`config.mk`:
```
export PLATFORM = sky130hd
export DESIGN_NAME = multi_channel_mailbox_queue_unit
export DESIGN_NICKNAME = d
export VERILOG_FILES = /design/src/design/mcmq_pkg.sv /design/src/design/multi_channel_mailbox_queue_unit.sv /design/src/design/mcmq_ram.sv
export SDC_FILE = /design/constraint.sdc
export NUM_CORES = 2
export LEC_CHECK = 0
export BUFFER_PORTS_ARGS = -buffer_cell sky130_fd_sc_hd__buf_2
export CAP_MARGIN = 20
export CORE_MARGIN = 1.5
export CORE_UTILIZATION = 50
export CTS_CLUSTER_DIAMETER = 200
export DETAILED_ROUTE_END_ITERATION = 8
export GPL_TIMING_DRIVEN = 0
export PLACE_DENSITY = 0.73
export REMOVE_ABC_BUFFERS = 1
export SYNTH_ARGS = -nofsm -noshare
export SYNTH_HDL_FRONTEND = slang
export SYNTH_HIERARCHICAL = 1
export SYNTH_SLANG_ARGS = --single-unit
```
`constraint.sdc`:
```
create_clock -name clk -period 12.7 [get_ports clk]
set_clock_uncertainty 0.1 [all_clocks]
set_input_delay 1.27 -clock clk [delete_from_list [all_inputs] [get_ports clk]]
set_output_delay 1.27 -clock clk [all_outputs]
set_load 0.03 [all_outputs]
```
`src/design/mcmq_pkg.sv`:
```
// Shared types and field widths for the multi-channel mailbox queue.
`default_nettype none

package mcmq_pkg;

    localparam int CH_FIELD_W   = 2;
    localparam int PAYLOAD_W    = 32;
    localparam int SENDER_W     = 2;
    localparam int PKT_W        = PAYLOAD_W + SENDER_W;
    localparam int IN_TDATA_W   = 40;
    localparam int OUT_TDATA_W  = 40;
    localparam int CH_WIDE_W    = 7;

    typedef enum logic [0:0] {
        CMD_SEND = 1'b0,
        CMD_RECV = 1'b1
    } cmd_t;

    typedef struct packed {
        logic [SENDER_W-1:0]  sender;
        logic [PAYLOAD_W-1:0] payload;
    } mbox_packet_t;

endpackage

`default_nettype wire

```
`src/design/multi_channel_mailbox_queue_unit.sv`:
```
// Multi-channel mailbox: per-channel circular packet queues in one shared RAM.
//
//  channel  | dir | tdata (low bit up)                          | tuser
//  s_axis   | in  | channel[1:0], payload_in[33:2], sender_in[35:34] | cmd
//  m_axis   | out | payload_out[31:0], sender_out[33:32]        | success
//
//  One transaction per cycle sustained while m_axis_tready stays high; each
//  passes the input register, then the RAM registered read into the result stage.
//  Head and count per channel sit in flops, cleared by rst_n; packet RAM
//  is not cleared.
//  A result held by m_axis_tready low freezes both stages; s_axis_tready
//  stays high while the input stage is empty or can advance.
`default_nettype none

module multi_channel_mailbox_queue_unit
    import mcmq_pkg::*;
#(
    parameter int NUM_CHANNELS = 4,
    parameter int CAPACITY     = 16
) (
    input  wire logic                   clk,
    input  wire logic                   rst_n,
    input  wire logic                   s_axis_tvalid,
    output logic                        s_axis_tready,
    // channel, payload_in, sender_in, zero pad
    input  wire logic [IN_TDATA_W-1:0]  s_axis_tdata,
    // cmd
    input  wire logic                   s_axis_tuser,
    output logic                        m_axis_tvalid,
    input  wire logic                   m_axis_tready,
    // payload_out, sender_out, zero pad
    output logic [OUT_TDATA_W-1:0]      m_axis_tdata,
    // success
    output logic                        m_axis_tuser
);

    localparam int CH_W   = (NUM_CHANNELS > 1) ? $clog2(NUM_CHANNELS) : 1;
    localparam int HEAD_W = (CAPACITY > 1) ? $clog2(CAPACITY) : 1;
    localparam int CNT_W  = $clog2(CAPACITY + 1);
    localparam int SUM_W  = CNT_W + 1;
    localparam int DEPTH  = NUM_CHANNELS * CAPACITY;
    localparam int ADDR_W = (DEPTH > 1) ? $clog2(DEPTH) : 1;

    logic                  va_reg;
    cmd_t                  cmd_reg;
    logic [CH_FIELD_W-1:0] ch_reg;
    mbox_packet_t          pkt_reg;

    logic                  vb_reg;
    logic                  ok_b_reg;
    cmd_t                  cmd_b_reg;

    logic [HEAD_W-1:0]     head_reg [NUM_CHANNELS];
    logic [CNT_W-1:0]      cnt_reg  [NUM_CHANNELS];

    logic                  adv_a;
    logic [CH_WIDE_W-1:0]  ch_wide;
    logic [CH_W-1:0]       ch_idx;
    logic                  in_range;
    logic [HEAD_W-1:0]     head_cur;
    logic [CNT_W-1:0]      cnt_cur;
    logic [SUM_W-1:0]      tail_sum;
    logic [HEAD_W-1:0]     tail_slot;
    logic [HEAD_W-1:0]     head_next;
    logic                  do_send;
    logic                  do_recv;
    logic                  ok_a;
    logic [ADDR_W-1:0]     ch_base;
    logic [ADDR_W-1:0]     wr_addr;
    logic [ADDR_W-1:0]     rd_addr;
    mbox_packet_t          rd_pkt;
    logic                  ram_we;
    logic                  ram_re;

    assign adv_a         = va_reg && (!vb_reg || m_axis_tready);
    assign s_axis_tready = !va_reg || adv_a;

    assign ch_wide  = CH_WIDE_W'(ch_reg);
    assign ch_idx   = ch_wide[CH_W-1:0];
    assign in_range = ch_wide < CH_WIDE_W'(NUM_CHANNELS);
    assign head_cur = head_reg[ch_idx];
    assign cnt_cur  = cnt_reg[ch_idx];

    assign tail_sum  = SUM_W'(head_cur) + SUM_W'(cnt_cur);
    assign tail_slot = (tail_sum >= SUM_W'(CAPACITY))
                       ? HEAD_W'(tail_sum - SUM_W'(CAPACITY))
                       : HEAD_W'(tail_sum);
    assign head_next = (head_cur == HEAD_W'(CAPACITY - 1)) ? '0 : head_cur + HEAD_W'(1);

    assign do_send = in_range && (cmd_reg == CMD_SEND) && (cnt_cur != CNT_W'(CAPACITY));
    assign do_recv = in_range && (cmd_reg == CMD_RECV) && (cnt_cur != '0);
    assign ok_a    = do_send || do_recv;

    assign ch_base = ADDR_W'(ch_idx) * ADDR_W'(CAPACITY);
    assign wr_addr = ch_base + ADDR_W'(tail_slot);
    assign rd_addr = ch_base + ADDR_W'(head_cur);
    assign ram_we  = adv_a && do_send;
    assign ram_re  = adv_a && do_recv;

    mcmq_ram #(
        .WIDTH (PKT_W),
        .DEPTH (DEPTH)
    ) u_ram (
        .clk     (clk),
        .wr_en   (ram_we),
        .wr_addr (wr_addr),
        .wr_data (pkt_reg),
        .rd_en   (ram_re),
        .rd_addr (rd_addr),
        .rd_data (rd_pkt)
    );

    always_ff @(posedge clk or negedge rst_n)
    begin
        if (!rst_n)
        begin
            va_reg <= 1'b0;
        end
        else if (s_axis_tready)
        begin
            va_reg <= s_axis_tvalid;
        end
    end

    always_ff @(posedge clk)
    begin
        if (s_axis_tready && s_axis_tvalid)
        begin
            cmd_reg        <= cmd_t'(s_axis_tuser);
            ch_reg         <= s_axis_tdata[CH_FIELD_W-1:0];
            pkt_reg.payload <= s_axis_tdata[CH_FIELD_W +: PAYLOAD_W];
            pkt_reg.sender  <= s_axis_tdata[CH_FIELD_W + PAYLOAD_W +: SENDER_W];
        end
    end

    always_ff @(posedge clk or negedge rst_n)
    begin
        if (!rst_n)
        begin
            for (int i = 0; i < NUM_CHANNELS; i++)
            begin
                head_reg[i] <= '0;
                cnt_reg[i]  <= '0;
            end
        end
        else if (adv_a)
        begin
            if (do_send)
            begin
                cnt_reg[ch_idx] <= cnt_cur + CNT_W'(1);
            end
            else if (do_recv)
            begin
                cnt_reg[ch_idx]  <= cnt_cur - CNT_W'(1);
                head_reg[ch_idx] <= head_next;
            end
        end
    end

    always_ff @(posedge clk or negedge rst_n)
    begin
        if (!rst_n)
        begin
            vb_reg    <= 1'b0;
            ok_b_reg  <= 1'b0;
            cmd_b_reg <= CMD_SEND;
        end
        else if (adv_a)
        begin
            vb_reg    <= 1'b1;
            ok_b_reg  <= ok_a;
            cmd_b_reg <= cmd_reg;
        end
        else if (m_axis_tready)
        begin
            vb_reg <= 1'b0;
        end
    end

    always_comb
    begin
        m_axis_tvalid = vb_reg;
        m_axis_tuser  = ok_b_reg;
        m_axis_tdata  = '0;
        if (ok_b_reg && (cmd_b_reg == CMD_RECV))
        begin
            m_axis_tdata[PAYLOAD_W-1:0]          = rd_pkt.payload;
            m_axis_tdata[PAYLOAD_W +: SENDER_W]  = rd_pkt.sender;
        end
    end

    a_cnt_bound: assert property (@(posedge clk) disable iff (!rst_n)
        va_reg |-> (cnt_cur <= CNT_W'(CAPACITY)))
        else $error("channel count above capacity");

    a_ok_carried: assert property (@(posedge clk) disable iff (!rst_n)
        adv_a |=> (vb_reg && (ok_b_reg == $past(ok_a))))
        else $error("result flag lost between stages");

    a_ram_excl: assert property (@(posedge clk) disable iff (!rst_n)
        !(ram_we && ram_re))
        else $error("RAM written and read by one transaction");

    a_stall_only: assert property (@(posedge clk) disable iff (!rst_n)
        !s_axis_tready |-> (va_reg && vb_reg && !m_axis_tready))
        else $error("input stalled without output backpressure");

endmodule

`default_nettype wire

```
`src/design/mcmq_ram.sv`:
```
// Generic simple dual-port RAM with registered read.
`default_nettype none

module mcmq_ram #(
    parameter int WIDTH = 34,
    parameter int DEPTH = 64
) (
    input  wire logic                                     clk,
    input  wire logic                                     wr_en,
    input  wire logic [(DEPTH > 1 ? $clog2(DEPTH) : 1)-1:0] wr_addr,
    input  wire logic [WIDTH-1:0]                         wr_data,
    input  wire logic                                     rd_en,
    input  wire logic [(DEPTH > 1 ? $clog2(DEPTH) : 1)-1:0] rd_addr,
    output logic      [WIDTH-1:0]                         rd_data
);

    logic [WIDTH-1:0] mem [DEPTH];

    always_ff @(posedge clk)
    begin
        if (wr_en)
        begin
            mem[wr_addr] <= wr_data;
        end
        if (rd_en)
        begin
            rd_data <= mem[rd_addr];
        end
    end

endmodule

`default_nettype wire

```
---- After elaboration in Yosys (flattened, before gate mapping) ----
Memory sizes are Yosys's and may differ from the RTL's. A register that Yosys moved wholly into a read port is not among the register bits.
Index checks and enable logic that the tools add are counted.
Widths: inputs -> output; s select.
word-level totals
  RAM bits ................................ 2,176
  register bits ........................... 77
  bits of input ports ..................... 45
  memories ................................ 1
operators by class
  bitwise logic cells ..................... 3
  muxes and demuxes ....................... 22
  equal/unequal tests ..................... 2
  $add $sub $neg .......................... 7
  reductions and logical operators ........ 20
  order comparisons ....................... 4
memory list
  memory     words  bits a word  read ports  clocked after memory_dff  wr ports  RTL line        RTL
  u_ram.mem  64     34           1           1                         1         mcmq_ram.sv:17  logic [WIDTH-1:0] mem [DEPTH];
operators with widths
  operator             number
  $bwmux 20            2
  $mux 20              2
  $mux 34              1
  $mux 4               5
  $bwmux 16            1
  $mux 5               3
  $add 6x4->6          2
  $bmux 5 s2           1
  $demux 5 s2          1
  $logic_and 1x1->1    10
  $bmux 4 s2           1
  $demux 4 s2          1
  $add 4x5->6          1
  $ge 6x5->1 const B   1
  $add 5x1->5 const B  1
  $ne 5x5->1 const B   1
  $reduce_bool 5->1    1
  $sub 5x1->5 const B  1
  $add 4x1->4 const B  1
  $eq 4x4->1 const B   1
  $mux 1               4
  $reduce_bool 2->1    2
  $sub 4x1->4 const B  1
  $ge 3x3->1 const B   1
  8 further kinds      12

---- Depth between registers and ports, before layout ----
  word-level depth ........................ 9
  gate-level depth with buffers ........... 15

---- By module ----
The synthesis kept the hierarchy.
by module, submodules not included
  module                            cells an instance  times used  seq. area each (um^2)  area an instance (um^2)
  mcmq_ram                          3,744              1           66,363.6               84,114.4
  multi_channel_mailbox_queue_unit  276                1           2,112.0                3,712.3

---- Least setup slack after synthesis ----
No wires, ideal clock.
  path type ............................... register to register
  from .................................... reg ch_reg[0] (netlist: ch_idx[0])
  to ...................................... mem u_ram.mem[48][0] (enable)
  setup slack ............................. 7,085 ps
  path buffers ............................ 3
  arrival time ............................ 5,048 ps
  clock period less this slack ............ 5,615 ps
  stages on the path, launching flop included .. 13
  library setup time ...................... 467 ps
  path through ............................ edfxtp_1 > buf_6 > buf_2 > mux4_2 > ha_1 > a21o_1 > a21oi_1 > xnor2_1 > xnor2_1 > clkbuf_1 > nor2b_1 > nand4b_1 > nor3_1
RTL lines
  element                                                               RTL line                                                                        RTL
  start, declared                                                       multi_channel_mailbox_queue_unit.sv:46                                          logic [CH_FIELD_W-1:0] ch_reg;
  start signal, assigned                                                multi_channel_mailbox_queue_unit.sv:130                                         ch_reg <= s_axis_tdata[CH_FIELD_W-1:0];
  $not 2->3 (not written as such) *                                     multi_channel_mailbox_queue_unit.sv:81, multi_channel_mailbox_queue_unit.sv:82
  $bmux 4 s2 or $bmux 5 s2 (tied branches)                              multi_channel_mailbox_queue_unit.sv:81, multi_channel_mailbox_queue_unit.sv:82
  $mux 4 (not written as such) or $mux 5 (tied branches) (2 in series)  multi_channel_mailbox_queue_unit.sv:81, multi_channel_mailbox_queue_unit.sv:82
  $add 4x5->6 *                                                         multi_channel_mailbox_queue_unit.sv:84                                          assign tail_sum = SUM_W'(head_cur) + SUM_W'(cnt_cur);
  $ge 6x5->1 or $sub 4x1->4 (tied branches)                             multi_channel_mailbox_queue_unit.sv:85, multi_channel_mailbox_queue_unit.sv:86
  $mux 4 *                                                              multi_channel_mailbox_queue_unit.sv:86                                          ? HEAD_W'(tail_sum - SUM_W'(CAPACITY))
  via tail_slot[3]                                                      multi_channel_mailbox_queue_unit.sv:63                                          logic [HEAD_W-1:0] tail_slot;
  $add 6x4->6 *                                                         multi_channel_mailbox_queue_unit.sv:95                                          assign wr_addr = ch_base + ADDR_W'(tail_slot);
  end, declared                                                         mcmq_ram.sv:17
Mark *: on every way through the listed nets, which the timed path passes. The rest lies on a longest branch. The select of a mux whose other input is x is not followed.

---- Final worst setup path ----
  from .................................... reg ch_reg[0] (netlist: ch_idx[0])
  to ...................................... mem u_ram.mem[13][3] (enable)
RTL lines
  element                                       RTL line                                                                        RTL
  $not 2->3 (not written as such) *             multi_channel_mailbox_queue_unit.sv:81                                          assign head_cur = head_reg[ch_idx];
  $bmux 4 s2 *                                  multi_channel_mailbox_queue_unit.sv:81
  $mux 4 (not written as such) * (2 in series)  multi_channel_mailbox_queue_unit.sv:81
  via head_cur[0]                               multi_channel_mailbox_queue_unit.sv:60                                          logic [HEAD_W-1:0] head_cur;
  $add 4x5->6 *                                 multi_channel_mailbox_queue_unit.sv:84
  $ge 6x5->1 or $sub 4x1->4 (tied branches)     multi_channel_mailbox_queue_unit.sv:85, multi_channel_mailbox_queue_unit.sv:86
  $mux 4 *                                      multi_channel_mailbox_queue_unit.sv:86
  via tail_slot[2]                              multi_channel_mailbox_queue_unit.sv:63
  $add 6x4->6 *                                 multi_channel_mailbox_queue_unit.sv:95
Marks and branches as above.

==> run_results.csv <==
group,metric,value,unit
clock_tree,cts-root-buf,"clkbuf_16",
setup_path,worstPathArrival,7.06,ns
synth,synth_edf_count,2247,
layout,most-common-layout-cells,"2247 x edfxtp_1, 476 x mux4_2, 212 x clkbuf_16",
setup_path,critPathCaptureType,"register",
synth,seq_area_frac_synth,0.780,
layout,nNetsFinal,4345,
placement,port_buffers,77,
setup_path,slowest_stage,"nor2_4",
setup_path,worstPathRequired,13.14,ns
synth,synth.largest_area_cell,"edfxtp_1",
run,maxCapViolations,0,
clock_tree,cts_htree_levels,4,
power,powerDensity,200,nW/um2
setup_path,critPathLaunchType,"register",
clock_tree,cts_tree,"yes",
die,dieArea,178000,um2
die,rows,153,
power,finalPower,20.3,mW
setup_path,r2r_end,"u_ram/mem[13][3]",
global_routing,grt_antenna_before_repair,6,
setup_path,critical_path_buf_inv_count,7,
layout,largest_register_ffs,2176,
drt,drt-pass1-iter-count,6,
sta,final_max_slew_viol_count,0,
drt,wire_per_inst,33.9,um
layout,final_common_cell,"edfxtp_1",
sta,setup_violations,0,
drt,ant_nets,0,
drt,via_count,45000,
placement,place_congestion,0.769,
clock_tree,cts_buffers,209,
synth,avgSynthCellArea,21.8,um2
setup_path,path_max_fanout,42,
layout,area_delta_synth_final,16.0,%
global_routing,grt_pass1_vias,45300,
setup_path,reg2reg_slack,6.07,ns
synth,synth.area.top_cells,"edfxtp_1 77%, mux4_2 12%, mux2i_1 1.7%",
layout,fill_cells,11800,
drt,viasPerCell,6.62,
die,die_x,422,um
worst_hold_path,hold_depth,2,
die,die_h,422,um
global_routing,grt_usage,0.258,
synth,synth_flop_cell,"edfxtp_1",
clock_tree,cts.sinks,2287,
synth,yosys.area.top_type_share,0.768,
die,core_area,174000,um2
sta,period_share,0.522,
clock_tree,clk_latency,0.85,ns
setup_path,path_cells,"buf_16, buf_16, buf_16, mux4_4, buf_16, ha_1, inv_1, fa_1, xnor2_1, buf_4, nor2b_1, nand3_1, nor2_4, buf_16",
power,ir_drop,0.187,mV
setup_path,crit_type,"register to register",
sta,slew_headroom,0.214,
sta,finalHoldViolations,0,
drt,wl,231,mm
global_routing,grt_first_pass_wirelength,327,mm
layout,drive_above_1_share,0.271,
global_routing,grt_max_degree,66,
global_routing,overflow,0,
clock_tree,cts-hold-fix-buffers,0,
sta,max_freq,151,MHz
setup_path,rr_startpoint,"ch_idx[0]",
setup_path,reg2reg_depth,14,
synth,syn-cell-area,87800,um2
power,power_leakage,32.0,nW
setup_path,cpPeakStageDelay,1.09,ns
sta,finalCriticalPeriod,6.63,ns
synth,ys_ff_latch,2287,
drt,route.detailed.drc,0,
setup_path,cp_common_cell,"buf_16",
placement,hpwl,139,mm
sta,tightest_slew,1.17,ns
clock_tree,post_cts_resized,0,
drt,drt_iter0_markers,6687,
die,ioPinCount,88,
setup_path,critPathTopFamily,"simple AND/OR/NAND/NOR gates",
synth,yosys_warnings,6,
worst_hold_path,hp-class,"register to register",
synth,synthArstFlopShare,0.0175,
clock_tree,clk_path_buf_depth,3,
synth,ys_types,64,
clock_tree,post_cts_buffers,0,
die,initial_core_util,0.504,
status,outcome,"finished clean",
sta,grt_setup_unrepaired,"no",
clock_tree,path_clk_slew,0.06,ns
sta,timing.setup.tns,0,ns
synth,syn_inst,4020,
Yosys cell counts, types with 21 or more instances:
cell,count
a22oi_1,55
nor2_1,91
clkbuf_1,97
edfxtp_1,2247
buf_4,24
nand3_1,71
a211oi_1,22
nand2_1,96
a21oi_1,21
a221o_1,24
o221ai_1,39
buf_1,23
dfrtp_1,40
and3_1,46
mux2_2,68
o22ai_1,87
buf_2,65
nor2b_1,30
nand4_1,47
mux4_2,480
mux2i_1,152
worst reg2reg max path: stages (launching register included):
cell and delay, ns:
edfxtp_1 0.55, buf_16 0.25, buf_16 0.18, buf_16 0.20, mux4_4 0.98, buf_16 0.39, ha_1 0.25, inv_1 0.06
fa_1 0.40, xnor2_1 0.39, buf_4 0.30, nor2b_1 0.24, nand3_1 0.67, nor2_4 1.09, buf_16 0.25
area by class of cell:
type / count / area, um2 / share of cell area
multi-input cells: 1491 / 18600 / 0.183
repair buffers: 289 / 5290 / 0.0519
well taps: 2325 / 2910 / 0.0285
diodes: 2 / 5.00 / 0.0000491
clock buffers: 276 / 5550 / 0.0544
inverters: 15 / 56.3 / 0.000553
flip-flops and latches: 2287 / 68500 / 0.672
clock inverters: 112 / 1000 / 0.00981
metrics by stage:
step | area (um2) | hold WS (ns) | cells | setup WS, ns | util
after global placement | 89900 | 0.356 | 6195 | -17.28 | 0.516
after floorplan | 86600 | 0.344 | 3793 | -6.23 | -
after global routing | 102000 | 0.404 | 6795 | 5.88 | 0.585
after CTS | 102000 | 0.383 | 6790 | 6.13 | 0.585
final | 102000 | 0.377 | 6797 | 6.07 | 0.585
after detailed placement | 95300 | 0.370 | 6402 | 6.23 | 0.547
report_power, final:
part | switching [mW] | total [mW] | internal [mW]
clock network | 2.77 | 6.09 | 3.33
logic | 3.11 | 5.55 | 2.45
registers | 0.112 | 8.69 | 8.58
total | 5.98 | 20.3 | 14.4
cells by family after synthesis:
logic type / count (synthesis) / synth area share
fa+ha+maj: 7 / 0.00108
xor+xnor: 6 / 0.000684
flops: 2287 / 0.780
other cells: 1 / 0.0000427
simple gates: 424 / 0.0242
mux: 713 / 0.151
buf+inv: 247 / 0.0147
compound gates: 335 / 0.0288
routing by layer:
layer,share of wire,GRT usage
met1,0.36,0.350
met2,0.47,0.402
met3,0.12,0.0605
met4,0.046,0.111
met5,0.00020,0
worst max path at each step:
| stage | end | depth (start not counted) | from | slack, ns |
|---|---|---|---|---|
| 2_1_floorplan | u_ram/mem[48][0] | 9 | ch_idx[0] | -6.23 |
| 3_3_place_gp | u_ram/mem[48][18] | 9 | ch_idx[0] | -17.28 |
| 3_5_place_dp | u_ram/mem[13][14] | 14 | ch_idx[0] | 6.23 |
| 4_1_cts | u_ram/mem[13][10] | 14 | ch_idx[0] | 6.13 |
| 5_1_grt | u_ram/mem[13][3] | 14 | ch_idx[0] | 5.88 |
| 6_report | u_ram/mem[13][3] | 14 | ch_idx[0] | 6.07 |
(Power assumes the default switching activity.)
